<file path="src/design/tme_pkg.sv">
// ----------------------------------------------------------------------------
// tme_pkg: shared types and constants for the tape machine executor
// Opcode and status codes, the decoded request format and the back end
// state encoding.
// ----------------------------------------------------------------------------
package tme_pkg;

	localparam int OP_W   = 3;
	localparam int ARG_W  = 29;
	localparam int PC_W   = 17;
	localparam int CHAR_W = 8;
	localparam int CELL_W = 64;
	localparam int PTR_W  = 40;
	localparam int ST_W   = 2;

	typedef enum logic [OP_W-1:0] {
		OP_NEXT = 3'd0,
		OP_PREV = 3'd1,
		OP_INCR = 3'd2,
		OP_DECR = 3'd3,
		OP_PUTC = 3'd4,
		OP_GETC = 3'd5,
		OP_BEQZ = 3'd6,
		OP_BNEZ = 3'd7
	} op_t;

	typedef enum logic [ST_W-1:0] {
		ST_RUN    = 2'd0,
		ST_DONE   = 2'd1,
		ST_TAPE   = 2'd2,
		ST_BRANCH = 2'd3
	} status_t;

	typedef enum logic [2:0] {
		K_MOVE,
		K_ARITH,
		K_PUTC,
		K_GETC,
		K_BRANCH
	} kind_t;

	typedef struct packed {
		kind_t                     kind;
		logic                      negate;
		logic                      on_zero;
		logic [ARG_W-1:0]          arg;
		logic signed [ARG_W-1:0]   offset;
		logic [CHAR_W-1:0]         in_char;
		logic                      in_eof;
	} dec_req_t;

	typedef enum logic [1:0] {
		BK_CLEAR,
		BK_ISSUE,
		BK_EXEC
	} bk_state_t;

endpackage

</file>
<file path="src/design/tme_queue.sv">
// ----------------------------------------------------------------------------
// tme_queue: two-entry queue between decode and execute
// Lets the front and back stall independently.
// ----------------------------------------------------------------------------
module tme_queue import tme_pkg::*; (
	input  logic     clk,
	input  logic     arst_n,
	input  logic     push_valid,
	input  dec_req_t push_req,
	output logic     push_ready,
	output logic     pop_valid,
	output dec_req_t pop_req,
	input  logic     pop_ready
);

	dec_req_t   entry_q [2];
	logic       wr_ptr_q;
	logic       rd_ptr_q;
	logic [1:0] count_q;
	logic       push;
	logic       pop;

	assign push_ready = (count_q != 2'd2);
	assign pop_valid  = (count_q != 2'd0);
	assign push       = push_valid && push_ready;
	assign pop        = pop_valid && pop_ready;
	assign pop_req    = entry_q[rd_ptr_q];

	always_ff @(posedge clk or negedge arst_n) begin
		if (!arst_n) begin
			wr_ptr_q <= 1'b0;
			rd_ptr_q <= 1'b0;
			count_q  <= 2'd0;
		end else begin
			if (push) begin
				wr_ptr_q <= ~wr_ptr_q;
			end
			if (pop) begin
				rd_ptr_q <= ~rd_ptr_q;
			end
			if (push && !pop) begin
				count_q <= count_q + 2'd1;
			end else if (pop && !push) begin
				count_q <= count_q - 2'd1;
			end
		end
	end

	always_ff @(posedge clk) begin
		if (push) begin
			entry_q[wr_ptr_q] <= push_req;
		end
	end

endmodule

</file>
<file path="config.mk">
export PLATFORM = sky130hd
export DESIGN_NAME = tme_queue
export DESIGN_NICKNAME = d
export VERILOG_FILES = /design/src/design/tme_pkg.sv /design/src/design/tme_queue.sv
export SDC_FILE = /design/constraint.sdc
export NUM_CORES = 1
export LEC_CHECK = 0
export BUFFER_PORTS_ARGS = -buffer_cell sky130_fd_sc_hd__buf_2
export CAP_MARGIN = 30
export CELL_PAD_IN_SITES_DETAIL_PLACEMENT = 1
export CELL_PAD_IN_SITES_GLOBAL_PLACEMENT = 1
export CORE_UTILIZATION = 45
export DETAILED_ROUTE_END_ITERATION = 16
export PLACE_DENSITY_LB_ADDON = 0.08
export SYNTH_ARGS = -nofsm -noshare
export SYNTH_HDL_FRONTEND = slang
export SYNTH_SLANG_ARGS = --single-unit
</file>
<file path="constraint.sdc">
create_clock -name clk -period 4.77 [get_ports clk]
set_input_delay 0.477 -clock clk [delete_from_list [all_inputs] [get_ports clk]]
set_output_delay 0.477 -clock clk [all_outputs]
set_load 0.01 [all_outputs]
</file>
After elaboration in Yosys (flattened, before gate mapping) --
Memory sizes are Yosys's and may differ from the RTL's. Index checks and enable logic that the tools add are counted. W data, S select, Z words.
Operators by class: bitwise operators 2, add/sub/neg operators 2, shifts and indexed selects 0, divide/modulo/power cells 0, $lt $le $gt $ge 0, eq/ne operators 1, $mul 0, reduce and logical (&&, ||, !) cells 8, multiplexer cells 4
Operators by type and width (number):
- $logic_and A1 B1 Y1 | 4
- $mux W2 | 2
- $reduce_bool A2 Y1 | 2
- $add A2 B1 Y2 const B | 1
- $logic_not A1 Y1 | 2
- $mux W1 | 2
- $ne A2 B2 Y1 const B | 1
- $not A1 Y1 | 2
- $sub A2 B1 Y2 const B | 1
Storage, ports and cells: ROM bits 0, memories kept 1, RAM bits 144, logic and storage cells 21, output and inout bits 74, input port bits 76, register bits 4, latch bits 0
Memories:
- entry_q | words 2, width 72, read ports 1, clocked after Yosys merged registers in 0, write ports 1, line tme_queue.sv:16 | dec_req_t entry_q [2];

Logic depth before layout (Yosys ltp) --
depth in word-level cells 6, depth in mapped cells 7, depth with buffers taken out 7

Worst setup path before layout --
Ideal clock, no wire load.
path type register to register, start reg count_q[0], end mem entry_q[0][0] (netlist bit), enable pin, period minus slack after synthesis 4208 ps, buffers on the path 0, path slack 562 ps, arrival time 3706 ps, stages on the path, launching flop included 4, library setup time 503 ps, required time 4267 ps, cell sequence dfrtp_1 -> nand2b_1 -> nand2_1 -> nor2_1
Between the ends: word-level cells in the longest chain between the ends 4
RTL lines:
- from (decl) | line tme_queue.sv:19 | logic [1:0] count_q;
- from (signal assigned) | line tme_queue.sv:42 | count_q <= count_q + 2'd1;
- from (signal assigned) | line tme_queue.sv:44 | count_q <= count_q - 2'd1;
- $ne A2 B2 Y1 | line tme_queue.sv:23 | assign push_ready = (count_q != 2'd2);
- named net push_ready | line tme_queue.sv:10 | output logic push_ready,
- $logic_and A1 B1 Y1 | line tme_queue.sv:25 | assign push = push_valid && push_ready;
- $mux W1 | line tme_queue.sv:50 | if (push) begin
- $mux W1 (implied by the code) | line tme_queue.sv:51 | entry_q[wr_ptr_q] <= push_req;
- to (decl) | line tme_queue.sv:16
The timed path passes the listed nets, and every way through them passes these cells.

==> results.cfg <==
[placed_design]
portBuffers = 149
dp_slack_ns = 2.45
hpwlAfterDp_um = 6870
gp_congestion = 0.688
placed_cell_area_sq_um = 6620
dp_cells = 555

[floorplanning]
dieWidth_um = 115
dieArea_sq_um = 13200
initial_core_util_pct = 47.0
fp-row-count = 40
dieHeight_um = 115
core_region_area_sq_um = 12200
pin_count = 150

[setup_path]
timing.rr.end = entry_q[0][20]
crit_buf_inv = 2
worstReg2RegStart = count_q[0]
cpPeakStageDelay_ns = 0.65
start_kind = register
end_kind = primary output
required_ns = 4.29
path_max_fanout = 18
rrSetupSlack_ns = 2.49
reg2reg_depth = 4
cp.arrival_ns = 1.97
crit_type = reg -> out
path_delay_family = flip-flops
slowest_stage = dfrtp_4
path_cells = buf_4 -> mux2_2 -> buf_2

[detailed_routing]
dr.pass1.iters = 4
postRouteAntennaNets = 0
vias_per_cell = 4.68
routedWlPerCell_um = 17.5
drt-initial-drc-count = 125
dr_total_vias = 2749
wl_um = 10300
drc_errors = 0

[timing]
clock.fmax_mhz = 408
worst_pin_slew_ns = 0.748
skew_ns = 0.00404
fin_ws_ns = 2.32
period_share_pct = 51.4
maxSlewViolCount = 0
slew_headroom_pct = 50.1
setup_viol = 0
hold_viol_final = 0
min_period_ns = 2.45
rsz0062_at_grt = false
setup_tns_ns = 0

[yosys]
syn-instance-count = 242
synth.avg_cell_area_sq_um = 23.7
seq_area_frac_synth_pct = 77.1
synth_cell_type_count = 15
synth-seq-cells = 148
synth_area_sq_um = 5740
yosys_warnings = 0
syn_nets = 319

[clocking]
clk_latency_ns = 0.41
ctsResizeCount = 0
cts-hold-fix-buffers = 1
root_buffer = clkbuf_16
h-tree-depth = 4
numClockSinks = 148
post_cts_buffers = 0
numCtsBuffers = 17
cts_tree = done
cts_buffer_depth = 2
clk_pin_slew_ns = 0.05

[cells_and_area]
area_delta_synth_final_pct = 25.2
mostFrequentLayoutCell = buf_2
nFillCells = 1148
nNetsFinal = 484
final_cell_mix = 149 x buf_2, 144 x edfxtp_1, 69 x mux2_4
drive_above_1_share_pct = 60.7
antenna_cells = 0
fin_cells = 588
design_area_sq_um = 7190

[global_routing]
grt_pass1_vias = 2964
grt_max_degree = 56
antenna_found_initial = 0
grt_pass1_wl_um = 15400
gr-total-overflow = 0
gr-usage-all-layers_pct = 16.6

[status]
status = completed

[power_and_ir_drop]
powerDensity_nw_per_um2 = 630
peakVddDrop_mv = 0.617
power_leakage_nw = 2.91
total_power_w = 0.00453

[min_path]
whs_path_depth = 1
hold_end = entry_q[0][41]
hp-start = push_req[41]
hp-class = in -> reg

[job]
max_cap_violations = 0
synth_stat cells:
master	instances	area [sq um]
edfxtp_1	144	4320
mux2_4	69	1040
buf_12	7	140
dfrtp_1	4	100
mux2_2	3	33.8
xnor2_1	3	26.3
nand2_1	2	7.51
nor2_1	2	7.51
xor2_1	2	17.5
and3_1	1	6.26
buf_6	1	11.3
ha_1	1	12.5
inv_1	1	3.75
nand2b_1	1	6.26
or2_1	1	6.26
sequential cells by signal (all words and copies together) (netlist names):
signal / cells
rd_ptr_q: 1
count_q: 2
entry_q: 144
wr_ptr_q: 1
through the flow:
| stage | utilization [%] | hold slack [ns] |
|---|---|---|
| 5_1_grt | 58.9 | 0.235 |
| 4_1_cts | 58.9 | 0.228 |
| 6_report | 58.9 | 0.252 |
| 3_5_place_dp | 54.2 | 0.293 |
| 2_1_floorplan | - | 0.181 |
| 3_3_place_gp | 53.8 | 0.288 |
layout make-up:
class	instances	area [sq um]	share of cell area, %
timing repair buffer	154	818	11.4
clock buffer	29	541	7.52
sequential	148	4430	61.6
inverter	1	3.75	0.0522
tap	168	210	2.92
multi-input combinational	85	1170	16.3
clock inverter	3	15.0	0.209
kinds of logic (layout without fill, tap and decap cells):
family        Yosys count  after routing  share of synthesized area, %
mux                    72             72                          18.6
xor+xnor                5              5                         0.763
simple gates            7              7                         0.589
buf+inv                 9            187                          2.70
flops                 148            148                          77.1
fa+ha+maj               1              1                         0.218
worst max-delay path by stage:
stage / start / endpoint / depth (start not counted)
4_1_cts: rd_ptr_q / pop_req[64] / 3
6_report: rd_ptr_q / pop_req[64] / 3
3_3_place_gp: rd_ptr_q / pop_req[64] / 3
2_1_floorplan: count_q[0] / entry_q[0][0] / 3
5_1_grt: rd_ptr_q / pop_req[64] / 3
3_5_place_dp: count_q[0] / entry_q[0][20] / 4
metal layers:
metal	vias up	part of all wire (%)	global-route usage, %
met5	-	0	0
met4	0	1.6	8.31
met3	15	6.9	6.38
met2	92	54	29.0
met1	1355	38	17.5
li1	1287	-	-
report_power, final:
part	internal (W)	leakage [nW]	total, W	switching, W
Sequential	0.00178	1.38	0.00191	0.000126
Clock	0.000760	0.277	0.00122	0.000459
Combinational	0.000729	1.25	0.00140	0.000668
Power figures use the tool's default switching activity.
