--- config.mk ---
export PLATFORM = sky130hd
export DESIGN_NAME = tme_front_flat
export DESIGN_NICKNAME = d
export VERILOG_FILES = /design/src/design/tme_pkg.sv /design/src/design/tme_ifs.sv /design/src/design/tme_front.sv /design/src/flat_wrapper.sv
export SDC_FILE = /design/constraint.sdc
export NUM_CORES = 1
export LEC_CHECK = 0
export BUFFER_PORTS_ARGS = -buffer_cell sky130_fd_sc_hd__buf_2
export CAP_MARGIN = 0
export CORE_MARGIN = 3
export CORE_UTILIZATION = 42
export CTS_CLUSTER_DIAMETER = 40
export CTS_CLUSTER_SIZE = 30
export DETAILED_ROUTE_END_ITERATION = 7
export PLACE_DENSITY_LB_ADDON = 0.08
export SETUP_SLACK_MARGIN = 0.4
export SLEW_MARGIN = 20
export SYNTH_ARGS = -nofsm -noshare
export SYNTH_HDL_FRONTEND = slang
export SYNTH_SLANG_ARGS = --single-unit
export TNS_END_PERCENT = 1
--- constraint.sdc ---
create_clock -name clk -period 5.2 [get_ports clk]
set_input_delay 0.52 -clock clk [delete_from_list [all_inputs] [get_ports clk]]
set_output_delay 0.52 -clock clk [all_outputs]
set_load 0.02 [all_outputs]
--- src/design/tme_pkg.sv ---
// ----------------------------------------------------------------------------
// tme_pkg: shared types and constants for the tape machine executor
// Opcode and status codes, the decoded request format and the back end
// state encoding.
// ----------------------------------------------------------------------------
package tme_pkg;

	localparam int OP_W   = 3;
	localparam int ARG_W  = 29;
	localparam int PC_W   = 17;
	localparam int CHAR_W = 8;
	localparam int CELL_W = 64;
	localparam int PTR_W  = 40;
	localparam int ST_W   = 2;

	typedef enum logic [OP_W-1:0] {
		OP_NEXT = 3'd0,
		OP_PREV = 3'd1,
		OP_INCR = 3'd2,
		OP_DECR = 3'd3,
		OP_PUTC = 3'd4,
		OP_GETC = 3'd5,
		OP_BEQZ = 3'd6,
		OP_BNEZ = 3'd7
	} op_t;

	typedef enum logic [ST_W-1:0] {
		ST_RUN    = 2'd0,
		ST_DONE   = 2'd1,
		ST_TAPE   = 2'd2,
		ST_BRANCH = 2'd3
	} status_t;

	typedef enum logic [2:0] {
		K_MOVE,
		K_ARITH,
		K_PUTC,
		K_GETC,
		K_BRANCH
	} kind_t;

	typedef struct packed {
		kind_t                     kind;
		logic                      negate;
		logic                      on_zero;
		logic [ARG_W-1:0]          arg;
		logic signed [ARG_W-1:0]   offset;
		logic [CHAR_W-1:0]         in_char;
		logic                      in_eof;
	} dec_req_t;

	typedef enum logic [1:0] {
		BK_CLEAR,
		BK_ISSUE,
		BK_EXEC
	} bk_state_t;

endpackage

--- src/design/tme_ifs.sv ---
// ----------------------------------------------------------------------------
// tme_ifs: request and result channels of the tape machine executor
// Valid/ready channels carrying one bytecode word and one result.
// ----------------------------------------------------------------------------
interface tme_cmd_if;
	logic        valid;
	logic        ready;
	logic [2:0]  opcode;
	logic [28:0] count_or_offset;
	logic [7:0]  in_char;
	logic        in_eof;

	modport source (output valid, opcode, count_or_offset, in_char, in_eof, input ready);
	modport sink   (input valid, opcode, count_or_offset, in_char, in_eof, output ready);
endinterface


--- src/design/tme_front.sv ---
// ----------------------------------------------------------------------------
// tme_front: request intake and decode
// Accepts bytecode words, classifies the opcode, masks the argument and
// sign-extends the branch offset into one registered stage.
// ----------------------------------------------------------------------------
module tme_front import tme_pkg::*; #(
	parameter int ARG_BITS = 29
) (
	input  logic          clk,
	input  logic          arst_n,
	input  logic          enable,
	tme_cmd_if.sink       cmd,
	output logic          push_valid,
	output dec_req_t      push_req,
	input  logic          push_ready
);

	localparam logic [ARG_W-1:0] ArgMask = ARG_W'((64'd1 << ARG_BITS) - 64'd1);
	localparam logic [ARG_W-1:0] SignBit = ARG_W'(64'd1 << (ARG_BITS - 1));

	logic          valid_s1;
	dec_req_t      req_s1;
	dec_req_t      dec;
	logic [ARG_W-1:0] arg_m;
	logic          take;

	assign cmd.ready = enable && (!valid_s1 || push_ready);
	assign take      = cmd.valid && cmd.ready;

	always_comb begin
		arg_m       = cmd.count_or_offset & ArgMask;
		dec.arg     = arg_m;
		dec.offset  = $signed((arg_m ^ SignBit) - SignBit);
		dec.in_char = cmd.in_char;
		dec.in_eof  = cmd.in_eof;
		dec.negate  = 1'b0;
		dec.on_zero = 1'b0;
		dec.kind    = K_MOVE;
		case (op_t'(cmd.opcode))
			OP_NEXT: dec.kind = K_MOVE;
			OP_PREV: begin
				dec.kind   = K_MOVE;
				dec.negate = 1'b1;
			end
			OP_INCR: dec.kind = K_ARITH;
			OP_DECR: begin
				dec.kind   = K_ARITH;
				dec.negate = 1'b1;
			end
			OP_PUTC: dec.kind = K_PUTC;
			OP_GETC: dec.kind = K_GETC;
			OP_BEQZ: begin
				dec.kind    = K_BRANCH;
				dec.on_zero = 1'b1;
			end
			OP_BNEZ: dec.kind = K_BRANCH;
			default: dec.kind = K_MOVE;
		endcase
	end

	always_ff @(posedge clk or negedge arst_n) begin
		if (!arst_n) begin
			valid_s1 <= 1'b0;
		end else if (take) begin
			valid_s1 <= 1'b1;
		end else if (push_ready) begin
			valid_s1 <= 1'b0;
		end
	end

	always_ff @(posedge clk) begin
		if (take) begin
			req_s1 <= dec;
		end
	end

	assign push_valid = valid_s1;
	assign push_req   = req_s1;

endmodule

--- src/flat_wrapper.sv ---
// flat-port wrapper written by rule: the top's interface ports become plain ports
module tme_front_flat import tme_pkg::*;
#(
	parameter int ARG_BITS = 29
)
  (clk, arst_n, enable, push_valid, push_req, push_ready, cmd_valid, cmd_opcode, cmd_count_or_offset, cmd_in_char, cmd_in_eof, cmd_ready);
  tme_cmd_if cmd_i ();
  input  logic clk;
  input  logic arst_n;
  input  logic enable;
  output logic push_valid;
  output dec_req_t push_req;
  input  logic push_ready;
  input wire logic [$bits(cmd_i.valid)-1:0] cmd_valid;
  input wire logic [$bits(cmd_i.opcode)-1:0] cmd_opcode;
  input wire logic [$bits(cmd_i.count_or_offset)-1:0] cmd_count_or_offset;
  input wire logic [$bits(cmd_i.in_char)-1:0] cmd_in_char;
  input wire logic [$bits(cmd_i.in_eof)-1:0] cmd_in_eof;
  output wire logic [$bits(cmd_i.ready)-1:0] cmd_ready;
  assign cmd_i.valid = cmd_valid;
  assign cmd_i.opcode = cmd_opcode;
  assign cmd_i.count_or_offset = cmd_count_or_offset;
  assign cmd_i.in_char = cmd_in_char;
  assign cmd_i.in_eof = cmd_in_eof;
  assign cmd_ready = cmd_i.ready;
  tme_front #(.ARG_BITS(ARG_BITS)) u_core (.clk(clk), .arst_n(arst_n), .enable(enable), .cmd(cmd_i), .push_valid(push_valid), .push_req(push_req), .push_ready(push_ready));
endmodule
# [Word level (Yosys, flattened, before mapping)]
# Cells that the tools add are included.
[totals] reg_bits=73
[op_classes] n_bitwise=1 reduce_logical=10 addsub=1 n_mux=5 eq_ne=7
[ops] operator="29-bit subtractor, second input constant" count=1
[ops] operator="3-bit one-hot mux with 5 select lines" count=1
[ops] operator="3-bit equality test, second input constant" count=4
[ops] operator="2-bit OR reduction" count=4
[ops] operator="3-bit by 2-bit equality test with 1-bit output, second input constant" count=2
[ops] operator="1-bit 2-to-1 mux" count=4
[ops] operator="3-bit by 1-bit equality test with 1-bit output, second input constant" count=1
[ops] operator="3-bit zero test" count=1
[ops] operator="1-bit logical AND" count=2
[ops] operator="2-bit nonzero test" count=1
[ops] operator="1-bit zero test" count=1
[ops] operator="1-bit logical OR" count=1
[ops] operator="1-bit NOT" count=1

# [Logic depth before layout (Yosys ltp)]
[logic_depth] ltp_word=5 mapped_depth=2 ltp_nobuf=2

# [Least setup slack after synthesis]
# Ideal clock, no wire load.
[synth_path] kind="in2reg" startpoint="input port push_ready" endpoint="register u_core.req_s1, in the netlist u_core.push_req[0], enable pin" arrival_ns=2.584 cell_stages=2 required_ns=4.752 setup_ns=0.448 path_buffers=0 slack_ns=2.167 path_cell_list="nand2b_1 nor2b_1"
[synth_via] elab_chain_cells=3
[synth_lines] item="start: declaration" line_no="flat_wrapper.sv:13" source="input logic push_ready;"
[synth_lines] item="1-bit logical OR" line_no="tme_front.sv:27" source="assign cmd.ready = enable && (!valid_s1 || push_ready);"
[synth_lines] item="1-bit logical AND" line_no="tme_front.sv:27"
[synth_lines] item="1-bit logical AND" line_no="tme_front.sv:28" source="assign take = cmd.valid && cmd.ready;"
[synth_lines] item="named net u_core.take" line_no="tme_front.sv:25" source="logic take;"
[synth_lines] item="end signal: assignment" line_no="tme_front.sv:73" source="req_s1 <= dec;"
[synth_lines] item="end: declaration" line_no="tme_front.sv:22" source="dec_req_t req_s1;"
# The timed path passes the listed nets, and every way through them passes these cells.
# A chain may end at the register's enable or synchronous reset.

# [Final worst setup path]
[layout_path] startpoint="input port push_ready" endpoint="output port cmd_ready"
[layout_via] elab_chain_cells=2
[layout_lines] item="1-bit logical OR" line_no="tme_front.sv:27"
[layout_lines] item="1-bit logical AND" line_no="tme_front.sv:27"
[layout_lines] item="end: declaration" line_no="flat_wrapper.sv:19" source="output wire logic [$bits(cmd_i.ready)-1:0] cmd_ready;"
# Every way passes these cells.

==> reports/qor.yml <==
outcome:
  run_status: "finished clean"
critical_path:
  startpoint: "push_ready"
  critical_path.top_delay_family: "simple AND/OR/NAND/NOR gates"
  cp_slowest_stage_delay_ns: 0.17
  criticalPathCategory: "input pin to primary output"
  crit_path_frequent_cell: "buf_2"
  r2r_start: "u_core.push_valid"
  cp_num_buf_inv: 2
  crit_chain: "buf_2, nand2b_1, and2_1, buf_2"
  worstPathRequired_ns: 4.68
  critPathSlowestCell: "nand2b_1"
  path_max_fanout: 3
  cp-end-kind: "primary output"
  critPathLaunchType: "input pin"
  arrival_ns: 1.09
detailed_routing:
  routed.top_layer: "met4"
  via_count: 978
  wl_met2_mm: 1.57
  avgViaCountPerCell: 4.25
  wl_met1_um: 920
  wl_met3_um: 367
  wire_per_inst_um: 12.5
  drc: 0
  wirelength_mm: 2.87
  first_iter_violations: 27
  antenna_left: 0
  drtPass1Iterations: 4
final_layout:
  num-nets-final: 229
  post-route-util: 0.618
  diodes: 0
  drive_gt1_frac: 0.701
  area_delta_synth_final_pct: 34.6
  finalInstanceArea_um2: 2160
yosys:
  ys_warn_count: 0
  synth_fp_nets: 130
  syn_avg_cell_area_um2: 19.1
  synth_area_um2: 1600
  synth_edf_count: 43
  async_flop_share: 0.0227
  synth.top_cell.area_share: 0.805
  synthCells: 84
  yosys.area.top_type: "edfxtp_1"
  netlist_top_cells_count: "edfxtp_1, buf_4"
  synth_cell_types: 10
  synthFlopType: "edfxtp_1"
  ys_seq_elements: 44
  yosysMostFrequentCell: "edfxtp_1"
  yosys-top-cells-area: "edfxtp_1, buf_4, dfrtp_1"
  yosysSeqAreaShare: 0.821
clock_tree:
  cts_tree: "yes"
  path_clk_slew_ns: 0.07
  cts-hold-fix-buffers: 1
  clockBufferDepth: 2
  cts.htree.levels: 2
  cts_setup_buffers: 0
  cts-root-buf: "clkbuf_8"
  cts_buffers: 5
  clock-sinks: 44
  insertion_delay_ns: 0.28
  cts_resized: 0
run:
  cap_violations: 0
die:
  fp.dieH_um: 67.8
  core_area_um2: 3490
  ios: 120
  dieWidth_um: 67.8
  rows: 21
  start_util: 0.459
  die_area_um2: 4600
sta:
  clock.fmax_ghz: 0.620
  rsz0062_at_grt: "false"
  slew_headroom: 0.722
  drv_slew: 0
  worst_slack_ns: 3.59
  skew_ns: 0.00164
  setup-tns-final_ns: 0
  setup_viol: 0
  finalCritPeriodShare: 0.310
  hold_violations: 0
  worstMarginPinSlew_ns: 0.416
  fin_crit_ns: 1.61
grt:
  gr-total-overflow: 0
  gr-usage-all-layers: 0.127
  antenna_found_initial: 0
  grt_pass1_wl_mm: 4.02
  grt_pass1_vias: 925
  grt_max_degree: 44
place:
  port_buffers: 119
  place_ws_ns: 3.10
  dp_hpwl_mm: 2.26
  place_area_um2: 2050
  place_congestion: 0.697
power_and_ir_drop:
  p_per_area_nw_per_um2: 318
  ir_worst_vdd_uv: 185
  total_power_uw: 687
  p_leak_uw: 0.000991
hold_path:
  min_path_type: "input pin to register"
  hp-start: "cmd_count_or_offset[24]"
## final cells by class
| class | instances | area (µm²) |
|---|---|---|
| Fill cell | 284 | 1340 |
| Sequential cell | 44 | 1320 |
| Timing Repair Buffer | 121 | 626 |
| Multi-Input combinational cell | 11 | 77.6 |
| Clock buffer | 5 | 68.8 |
| Tap cell | 46 | 57.6 |
| Clock inverter | 3 | 13.8 |
## where the power goes
group          internal [µW]  total [µW]  switching, µW
logic                   32.0        83.8           51.7
registers                408         412           4.72
clock network           91.0         191            100
total                    531         687            157
## cell families (layout without fill, tap and decap cells)
group / count (synthesis) / in the layout / synth area share
flip-flops: 44 / 44 / 0.821
buffers and inverters: 29 / 129 / 0.136
AND/OR/NAND/NOR: 10 / 10 / 0.0390
AO/OA/AOI/OAI: 1 / 1 / 0.00468
## final timing paths
check	endpoint	slack, ns	cells past startpoint
hold reg to reg	u_core.push_valid	0.55	2
hold / removal	u_core.push_req[33]	0.41	1
setup / recovery	cmd_ready	3.59	4
min in group asynchronous	u_core.push_valid	0.55	2
max in group asynchronous	u_core.push_valid	4.57	2
setup reg to reg	u_core.push_req[69]	3.72	3
## worst reg2reg max path: stages (launching register included)
cell and delay (ns):
dfrtp_1 0.39, nand2b_1 0.12, nor2b_4 0.42, buf_12 0.26
## metal layers
metal | global-route usage | vias to the layer above
met5 | 0 | -
met4 | 0.0521 | 0
met3 | 0.0799 | 2
met2 | 0.222 | 68
met1 | 0.117 | 441
li1 | - | 467
## metrics by stage
stage	instances	hold WS, ns
floorplan	84	0.224
global placement	220	0.295
detailed placement	220	0.299
CTS	229	0.394
global route	230	0.372
finish	230	0.408
## layout by cell type, fill, tap and decap left out
cell           count
buf_2            119
nor2b_1            1
nor2b_2            1
and2b_1            2
dfrtp_1            1
nor2b_4            1
a21o_1             1
nand2b_1           1
clkinv_1           1
clkbuf_8           5
dlygate4sd3_1      1
buf_12             1
nand2_1            2
and2_1             2
edfxtp_1          43
clkinv_2           2
## flip-flops by register name, indices dropped and copies added (netlist names)
signal	flops
u_core.push_req	43
u_core.push_valid	1
(Power assumes the default switching activity.)
